<file path="src/rtl/rwhc_pkg.sv">
`timescale 1ns / 1ps
// ----------------------------------------------------------------------------
// rwhc_pkg - shared types and constants of the RIFF/WAVE header checker
// Parse phases, status codes, tag words and the result record.
// ----------------------------------------------------------------------------
package rwhc_pkg;

	// Chunk and file tags as they appear in the byte stream, first byte highest
	localparam logic [31:0] TAG_RIFF = 32'h5249_4646;
	localparam logic [31:0] TAG_WAVE = 32'h5741_5645;
	localparam logic [31:0] TAG_FMT  = 32'h666D_7420;
	localparam logic [31:0] TAG_DATA = 32'h6461_7461;

	localparam logic [31:0] FMT_MIN_BYTES = 32'd16;

	// Reset values of the rate limit registers
	localparam logic [31:0] MIN_RATE_RESET = 32'd8000;
	localparam logic [31:0] MAX_RATE_RESET = 32'd192000;

	// Configuration register indexes
	localparam logic CFG_MIN_RATE = 1'b0;
	localparam logic CFG_MAX_RATE = 1'b1;

	typedef enum logic [1:0] {
		ST_OK          = 2'd0,
		ST_BAD_HEADER  = 2'd1,
		ST_SHORT_CHUNK = 2'd2,
		ST_BAD_FORMAT  = 2'd3
	} status_t;

	typedef enum logic [6:0] {
		PH_FILE_HDR  = 7'b000_0001,
		PH_BAD_HDR   = 7'b000_0010,
		PH_CHUNK_HDR = 7'b000_0100,
		PH_FMT_BODY  = 7'b000_1000,
		PH_SKIP      = 7'b001_0000,
		PH_STOPPED   = 7'b010_0000,
		PH_IGNORE    = 7'b100_0000
	} phase_t;

	typedef struct packed {
		logic        accepted;
		status_t     status;
		logic [15:0] wave_format;
		logic [15:0] channels;
		logic [31:0] rate_hz;
		logic [15:0] sample_bits;
		logic [31:0] data_size;
	} result_t;

endpackage

</file>
<file path="src/rtl/rwhc_judge.sv">
`timescale 1ns / 1ps
// ----------------------------------------------------------------------------
// rwhc_judge - format check at the data chunk header
// Grades the held fmt values and the data size against the rate limits.
// ----------------------------------------------------------------------------
module rwhc_judge
	import rwhc_pkg::*;
(
	input  logic        fmt_seen,
	input  logic [15:0] wave_format,
	input  logic [15:0] channels,
	input  logic [31:0] rate_hz,
	input  logic [15:0] sample_bits,
	input  logic [31:0] data_size,
	input  logic [31:0] rate_min,
	input  logic [31:0] rate_max,
	output status_t     status
);

	logic chan_ok;
	logic bits_ok;
	logic rate_ok;

	assign chan_ok = (channels == 16'd1) || (channels == 16'd2);
	assign bits_ok = (sample_bits == 16'd8) || (sample_bits == 16'd16);
	assign rate_ok = (rate_hz >= rate_min) && (rate_hz <= rate_max);

	// Missing fmt or empty data first, then the format itself
	always_comb begin
		if (!fmt_seen || (data_size == 32'd0)) begin
			status = ST_SHORT_CHUNK;
		end else if ((wave_format != 16'd1) || !chan_ok || !bits_ok || !rate_ok) begin
			status = ST_BAD_FORMAT;
		end else begin
			status = ST_OK;
		end
	end

endmodule

</file>
<file path="src/rtl/rwhc_parser.sv">
`timescale 1ns / 1ps
// ----------------------------------------------------------------------------
// rwhc_parser - byte-wise RIFF/WAVE chunk walker
// Holds the parse state and forms at most one result per accepted byte.
// ----------------------------------------------------------------------------
module rwhc_parser
	import rwhc_pkg::*;
(
	input  logic        clk,
	input  logic        arst_n,
	input  logic        take,
	input  logic [7:0]  data_byte,
	input  logic        last_byte,
	input  logic [31:0] rate_min,
	input  logic [31:0] rate_max,
	output logic        res_valid,
	output result_t     res
);

	phase_t      phase_q,  phase_d;
	logic [3:0]  pos_q,    pos_d;
	logic [63:0] shift_q,  shift_d;
	logic [31:0] left_q,   left_d;
	logic        pad_q,    pad_d;
	logic        fmt_seen_q, fmt_seen_d;
	logic [15:0] tag_q,    tag_d;
	logic [15:0] chan_q,   chan_d;
	logic [31:0] rate_q,   rate_d;
	logic [15:0] bits_q,   bits_d;
	logic        given_q,  given_d;

	logic [63:0] shift_new;
	logic [31:0] chunk_size;
	logic [31:0] left_dec;
	status_t     judge_status;
	logic        hit;

	assign shift_new  = {shift_q[55:0], data_byte};
	assign chunk_size = {shift_new[7:0], shift_new[15:8], shift_new[23:16], shift_new[31:24]};
	assign left_dec   = (left_q != 32'd0) ? (left_q - 32'd1) : left_q;

	rwhc_judge u_judge (
		.fmt_seen    (fmt_seen_q),
		.wave_format (tag_q),
		.channels    (chan_q),
		.rate_hz     (rate_q),
		.sample_bits (bits_q),
		.data_size   (chunk_size),
		.rate_min    (rate_min),
		.rate_max    (rate_max),
		.status      (judge_status)
	);

	// Next parse state and result for the byte on the input
	always_comb begin
		phase_d    = phase_q;
		pos_d      = pos_q;
		shift_d    = shift_q;
		left_d     = left_q;
		pad_d      = pad_q;
		fmt_seen_d = fmt_seen_q;
		tag_d      = tag_q;
		chan_d     = chan_q;
		rate_d     = rate_q;
		bits_d     = bits_q;
		given_d    = given_q;
		hit        = 1'b0;
		res        = '0;

		case (phase_q)
			PH_FILE_HDR: begin
				shift_d = shift_new;
				if ((pos_q == 4'd3) && (shift_new[31:0] != TAG_RIFF)) begin
					phase_d = PH_BAD_HDR;
				end else if (pos_q >= 4'd11) begin
					if (shift_new[31:0] != TAG_WAVE) begin
						phase_d = PH_BAD_HDR;
					end else begin
						phase_d = PH_CHUNK_HDR;
						pos_d   = 4'd0;
					end
				end else begin
					pos_d = pos_q + 4'd1;
				end
			end
			PH_CHUNK_HDR: begin
				shift_d = shift_new;
				if (pos_q >= 4'd7) begin
					pos_d  = 4'd0;
					left_d = chunk_size;
					pad_d  = chunk_size[0];
					if (shift_new[63:32] == TAG_DATA) begin
						hit           = 1'b1;
						res.status    = judge_status;
						res.data_size = chunk_size;
						given_d       = 1'b1;
						phase_d       = PH_IGNORE;
					end else if (shift_new[63:32] == TAG_FMT) begin
						if (chunk_size < FMT_MIN_BYTES) begin
							phase_d = PH_STOPPED;
						end else begin
							fmt_seen_d = 1'b0;
							phase_d    = PH_FMT_BODY;
						end
					end else if (chunk_size == 32'd0) begin
						phase_d = PH_CHUNK_HDR;
					end else begin
						phase_d = PH_SKIP;
					end
				end else begin
					pos_d = pos_q + 4'd1;
				end
			end
			PH_FMT_BODY: begin
				case (pos_q)
					4'd0:    tag_d[7:0]    = data_byte;
					4'd1:    tag_d[15:8]   = data_byte;
					4'd2:    chan_d[7:0]   = data_byte;
					4'd3:    chan_d[15:8]  = data_byte;
					4'd4:    rate_d[7:0]   = data_byte;
					4'd5:    rate_d[15:8]  = data_byte;
					4'd6:    rate_d[23:16] = data_byte;
					4'd7:    rate_d[31:24] = data_byte;
					4'd14:   bits_d[7:0]   = data_byte;
					4'd15:   bits_d[15:8]  = data_byte;
					default: ;
				endcase
				left_d = left_dec;
				if (pos_q == 4'd15) begin
					fmt_seen_d = 1'b1;
					pos_d      = 4'd0;
					if ((left_dec == 32'd0) && !pad_q) begin
						phase_d = PH_CHUNK_HDR;
					end else begin
						phase_d = PH_SKIP;
					end
				end else begin
					pos_d = pos_q + 4'd1;
				end
			end
			PH_SKIP: begin
				// Body bytes first, then the pad byte of an odd chunk
				if (left_q != 32'd0) begin
					left_d = left_q - 32'd1;
					if ((left_q == 32'd1) && !pad_q) begin
						phase_d = PH_CHUNK_HDR;
						pos_d   = 4'd0;
					end
				end else begin
					pad_d   = 1'b0;
					phase_d = PH_CHUNK_HDR;
					pos_d   = 4'd0;
				end
			end
			default: ;
		endcase

		// Failure result at the end of a file that gave none
		if (last_byte && !hit && !given_q) begin
			hit = 1'b1;
			if ((phase_d == PH_FILE_HDR) || (phase_d == PH_BAD_HDR)) begin
				res.status = ST_BAD_HEADER;
			end else begin
				res.status = ST_SHORT_CHUNK;
			end
			res.data_size = 32'd0;
		end

		res.accepted    = (res.status == ST_OK);
		res.wave_format = tag_d;
		res.channels    = chan_d;
		res.rate_hz     = rate_d;
		res.sample_bits = bits_d;

		// Restart for the next file
		if (last_byte) begin
			phase_d    = PH_FILE_HDR;
			pos_d      = 4'd0;
			shift_d    = '0;
			left_d     = '0;
			pad_d      = 1'b0;
			fmt_seen_d = 1'b0;
			tag_d      = '0;
			chan_d     = '0;
			rate_d     = '0;
			bits_d     = '0;
			given_d    = 1'b0;
		end
	end

	assign res_valid = take && hit;

	// Advance the parse state on each accepted byte
	always_ff @(posedge clk or negedge arst_n) begin
		if (!arst_n) begin
			phase_q    <= PH_FILE_HDR;
			pos_q      <= '0;
			shift_q    <= '0;
			left_q     <= '0;
			pad_q      <= 1'b0;
			fmt_seen_q <= 1'b0;
			tag_q      <= '0;
			chan_q     <= '0;
			rate_q     <= '0;
			bits_q     <= '0;
			given_q    <= 1'b0;
		end else if (take) begin
			phase_q    <= phase_d;
			pos_q      <= pos_d;
			shift_q    <= shift_d;
			left_q     <= left_d;
			pad_q      <= pad_d;
			fmt_seen_q <= fmt_seen_d;
			tag_q      <= tag_d;
			chan_q     <= chan_d;
			rate_q     <= rate_d;
			bits_q     <= bits_d;
			given_q    <= given_d;
		end
	end

`ifndef SYNTHESIS
	a_last_restarts: assert property (@(posedge clk) disable iff (!arst_n)
		take && last_byte |=> (phase_q == PH_FILE_HDR) && !given_q)
		else $error("parser did not restart after the last byte");
	a_one_result: assert property (@(posedge clk) disable iff (!arst_n)
		res_valid |-> !given_q)
		else $error("second result for one file");
	a_hdr_pos: assert property (@(posedge clk) disable iff (!arst_n)
		(phase_q == PH_FILE_HDR) |-> (pos_q <= 4'd11))
		else $error("file header position out of range");
`endif

endmodule

</file>
<file path="config.mk">
export PLATFORM = sky130hd
export DESIGN_NAME = rwhc_parser
export DESIGN_NICKNAME = d
export VERILOG_FILES = /design/src/rtl/rwhc_pkg.sv /design/src/rtl/rwhc_judge.sv /design/src/rtl/rwhc_parser.sv
export SDC_FILE = /design/constraint.sdc
export NUM_CORES = 1
export LEC_CHECK = 0
export BUFFER_PORTS_ARGS = -buffer_cell sky130_fd_sc_hd__buf_2
export CORE_MARGIN = 3
export CORE_UTILIZATION = 50
export DETAILED_ROUTE_END_ITERATION = 8
export PLACE_DENSITY = 0.72
export SETUP_SLACK_MARGIN = 0.1
export SYNTH_ARGS = -nofsm -noshare
export SYNTH_HDL_FRONTEND = slang
export SYNTH_SLANG_ARGS = --single-unit
export TNS_END_PERCENT = 50
</file>
<file path="constraint.sdc">
create_clock -name clk -period 5.1 [get_ports clk]
set_clock_uncertainty 0.2 [all_clocks]
set_input_delay 0 -clock clk [delete_from_list [all_inputs] [get_ports clk]]
set_output_delay 0 -clock clk [all_outputs]
set_load 0.05 [all_outputs]
</file>
==> out/metrics.yaml <==
outcome:
  status: "complete, no violations"
floorplan:
  start_util_pct: 51.2
  die_area_um2: 25200
  core_um2: 22800
  fp.dieH_um: 159
  rows: 55
  ios: 192
  die_w_um: 159
logic_synthesis:
  yosys.area.top_type: "dfrtp_1"
  ys_seq_area_share_pct: 39.0
  syn_avg_cell_area_um2: 9.47
  ys_ff_latch: 182
  synthCells: 1232
  synth_area_leaders: "dfrtp_1 39%, a22o_1 10%, mux2_2 7.8%"
  synth_nets: 1379
  ys_async_sr_fraction_pct: 100
  synth_cell_types: 74
  synth_top_cell_area_share_pct: 38.8
  syn_area_um2: 11700
  yosys_most_used_dff: "dfrtp_1"
  synth_edf_count: 0
  synth_warnings: 0
cts:
  cts.htree.levels: 4
  cts_tree: "yes"
  clock_latency_ns: 0.44
  cts_resized: 0
  numCtsBuffers: 17
  clkSinkCount: 182
  cts_buffer_depth: 2
  path_clk_slew_ns: 0.07
  clockRootBuffer: "clkbuf_16"
grt:
  antenna_found_initial: 2
  grt_usage_pct: 28.3
  grt_pass1_wl_um: 57800
  grt_max_degree: 85
  grt-ovfl-total: 0
  first_global_vias: 10400
routing:
  ant_nets: 0
  wl_per_cell_um: 21.1
  viasPerCell: 6.18
  vias: 10600
  drt_iter0_drc: 897
  dr.pass1.iters: 5
  wl_um: 36300
  drc: 0
sta:
  fmax_mhz: 226
  slew_headroom_pct: 28.7
  fin_tns_setup_ns: 0
  worst_slack_ns: 0.668
  hold_violations: 0
  setup_viol_count_final: 0
  post-route-period-util_pct: 86.9
  tightest_slew_ns: 1.07
  fin_hold_ws_ns: 0.300
  drv_slew: 0
  rsz0062_at_grt: "false"
  fin_crit_ns: 4.43
power_and_ir_drop:
  power.total_uw: 4500
  power_density_nw_per_um2: 332
  cellLeakagePower_uw: 0.00720
  peakVddDrop_v: 0.000207
cells_and_area:
  final_cell_mix: "190 x buf_2, 181 x dfrtp_1, 133 x a22o_1, 93 x o21ai_0, 81 x mux2_2"
  nets: 1537
  ff_latch_area_um2: 4560
  final_util_pct: 59.6
  layout_commonest_cell: "buf_2"
  antenna_cells: 0
  drive_gt1_share_pct: 25.2
  fillers: 1943
  area_growth_pct: 16.3
  multi_input_area_um2: 6500
critical_path:
  worstPathArrival_ns: 4.23
  worstPathRequired_ns: 4.90
  reg2reg_slack_ns: 1.32
  critical_path.slowest_cell: "nor4_2"
  crit_type: "reg2out"
  cp-start-kind: "flip-flop"
  cp_max_fo: 14
  worst-path-buf-inv: 2
  r2r_start: "left_q[18]$_DFFE_PN0P_"
  cp-end-kind: "output port"
  crit_path_max_incr_delay_ns: 0.60
  path_common_cell: "nor4_2"
  critical_path.startpoint: "left_q[18]$_DFFE_PN0P_"
  crit_chain: "nor4_2 > nand4_1 > o31ai_4 > buf_12 > nor4_1 > or4_1 > nor4_2 > o221ai_1 > nand2_1 > o2bb2ai_1 > buf_2"
  path_delay_family: "simple AND/OR/NAND/NOR gates"
placement:
  io_buffers: 191
  place.gp.congestion: 0.950
  dp_slack_ns: 0.817
  dp_hpwl_um: 25000
job:
  maxCapViolCount: 0
min_path:
  min_from: "shift_q[50]$_DFFE_PN0P_"
  hp-class: "reg2reg"
-- metrics by stage --
| stage | area (µm²) | instances |
|---|---|---|
| floorplan | 11700 | 1232 |
| global placement | 12800 | 1665 |
| detailed placement | 12800 | 1665 |
| CTS | 13500 | 1712 |
| global route | 13600 | 1716 |
| finish | 13600 | 1716 |
-- per-layer routing --
metal | vias to the layer above | global-route usage, % | part of all wire, %
met1 | 5142 | 38.2 | 43
met5 | - | 0 | 0.063
met2 | 455 | 45.2 | 47
met3 | 66 | 7.77 | 8.5
met4 | 4 | 7.56 | 2.3
li1 | 4939 | - | -
-- kinds of logic after synthesis --
group / count (synthesis) / share of synthesized area (%)
AOI/OAI and AO/OA: 375 / 22.6
and+or+nand+nor: 349 / 16.4
DFF: 182 / 39.0
buffers and inverters: 163 / 5.64
muxes: 84 / 8.08
adders and majority gates: 71 / 7.61
xor gates and xnor gates: 8 / 0.601
-- worst reg2reg max path, cell delays in order (launching register included) --
cell,delay (ns)
dfrtp_1,0.45
nor4_2,0.60
nand4_1,0.51
o31ai_4,0.39
buf_12,0.18
nor4_1,0.06
or4_1,0.50
nor4_2,0.31
o221ai_1,0.21
nand2_1,0.16
o22ai_1,0.09
-- synth_stat cells, drive strengths merged (4+ instances only) --
library cell and instances:
a211oi 4, a21o 15, a21oi 72, a22o 135, a22oi 6, a31oi 5, and3 42, and4 5
buf 5, clkbuf 77, dfrtp 181, ha 71, inv 81, mux2 81, nand2 44, nand2b 5
nand3 17, nand4 24, nor2 78, nor2b 7, nor3 37, nor4 44, nor4b 5, o211ai 6
o21a 7, o21ai 96, o22ai 4, o31ai 4, or2 8, or3 8, or4 11, xor2 6
-- final timing paths --
path,endpoint,cells after the start
setup / recovery,res[112],11
min in group asynchronous,phase_q[0]$_DFFE_PN1P_,3
max in group asynchronous,left_q[23]$_DFFE_PN0P_,4
setup reg to reg,phase_q[4]$_DFFE_PN0P_,10
hold / removal,shift_q[50]$_DFFE_PN0P_,1
hold reg to reg,shift_q[50]$_DFFE_PN0P_,1
-- sequential cells by signal, summed over array words and instances, names as in the netlist --
| register | flops |
|---|---|
| chan_q | 16 |
| pos_q | 4 |
| left_q | 32 |
| rate_q | 32 |
| phase_q | 7 |
| shift_q | 56 |
| bits_q | 16 |
| tag_q | 16 |
| pad_q | 1 |
| given_q | 1 |
| fmt_seen_q | 1 |
-- area by class of cell --
| cell class | instances | share of cell area [%] |
|---|---|---|
| well taps | 313 | 2.89 |
| flip-flops and latches | 182 | 33.6 |
| clock inverters | 14 | 1.00 |
| inverters | 81 | 2.24 |
| multi-input cells | 887 | 47.9 |
| repair buffers | 221 | 9.25 |
| clock buffers | 18 | 3.16 |
-- report_power, final --
group          switching (µW)  leakage [µW]  internal [µW]
sequential                187       0.00253           1530
clock                     636      0.000265            646
combinational             945       0.00441            555
-- timing repair --
item | in CTS | in global routing
buffers inserted | 0 | 4
endpoints found under the hold margin | 101 | 0
setup endpoints to repair | 0 | 1
hold buffers | 15 | 0
(Power assumes the default switching activity.)
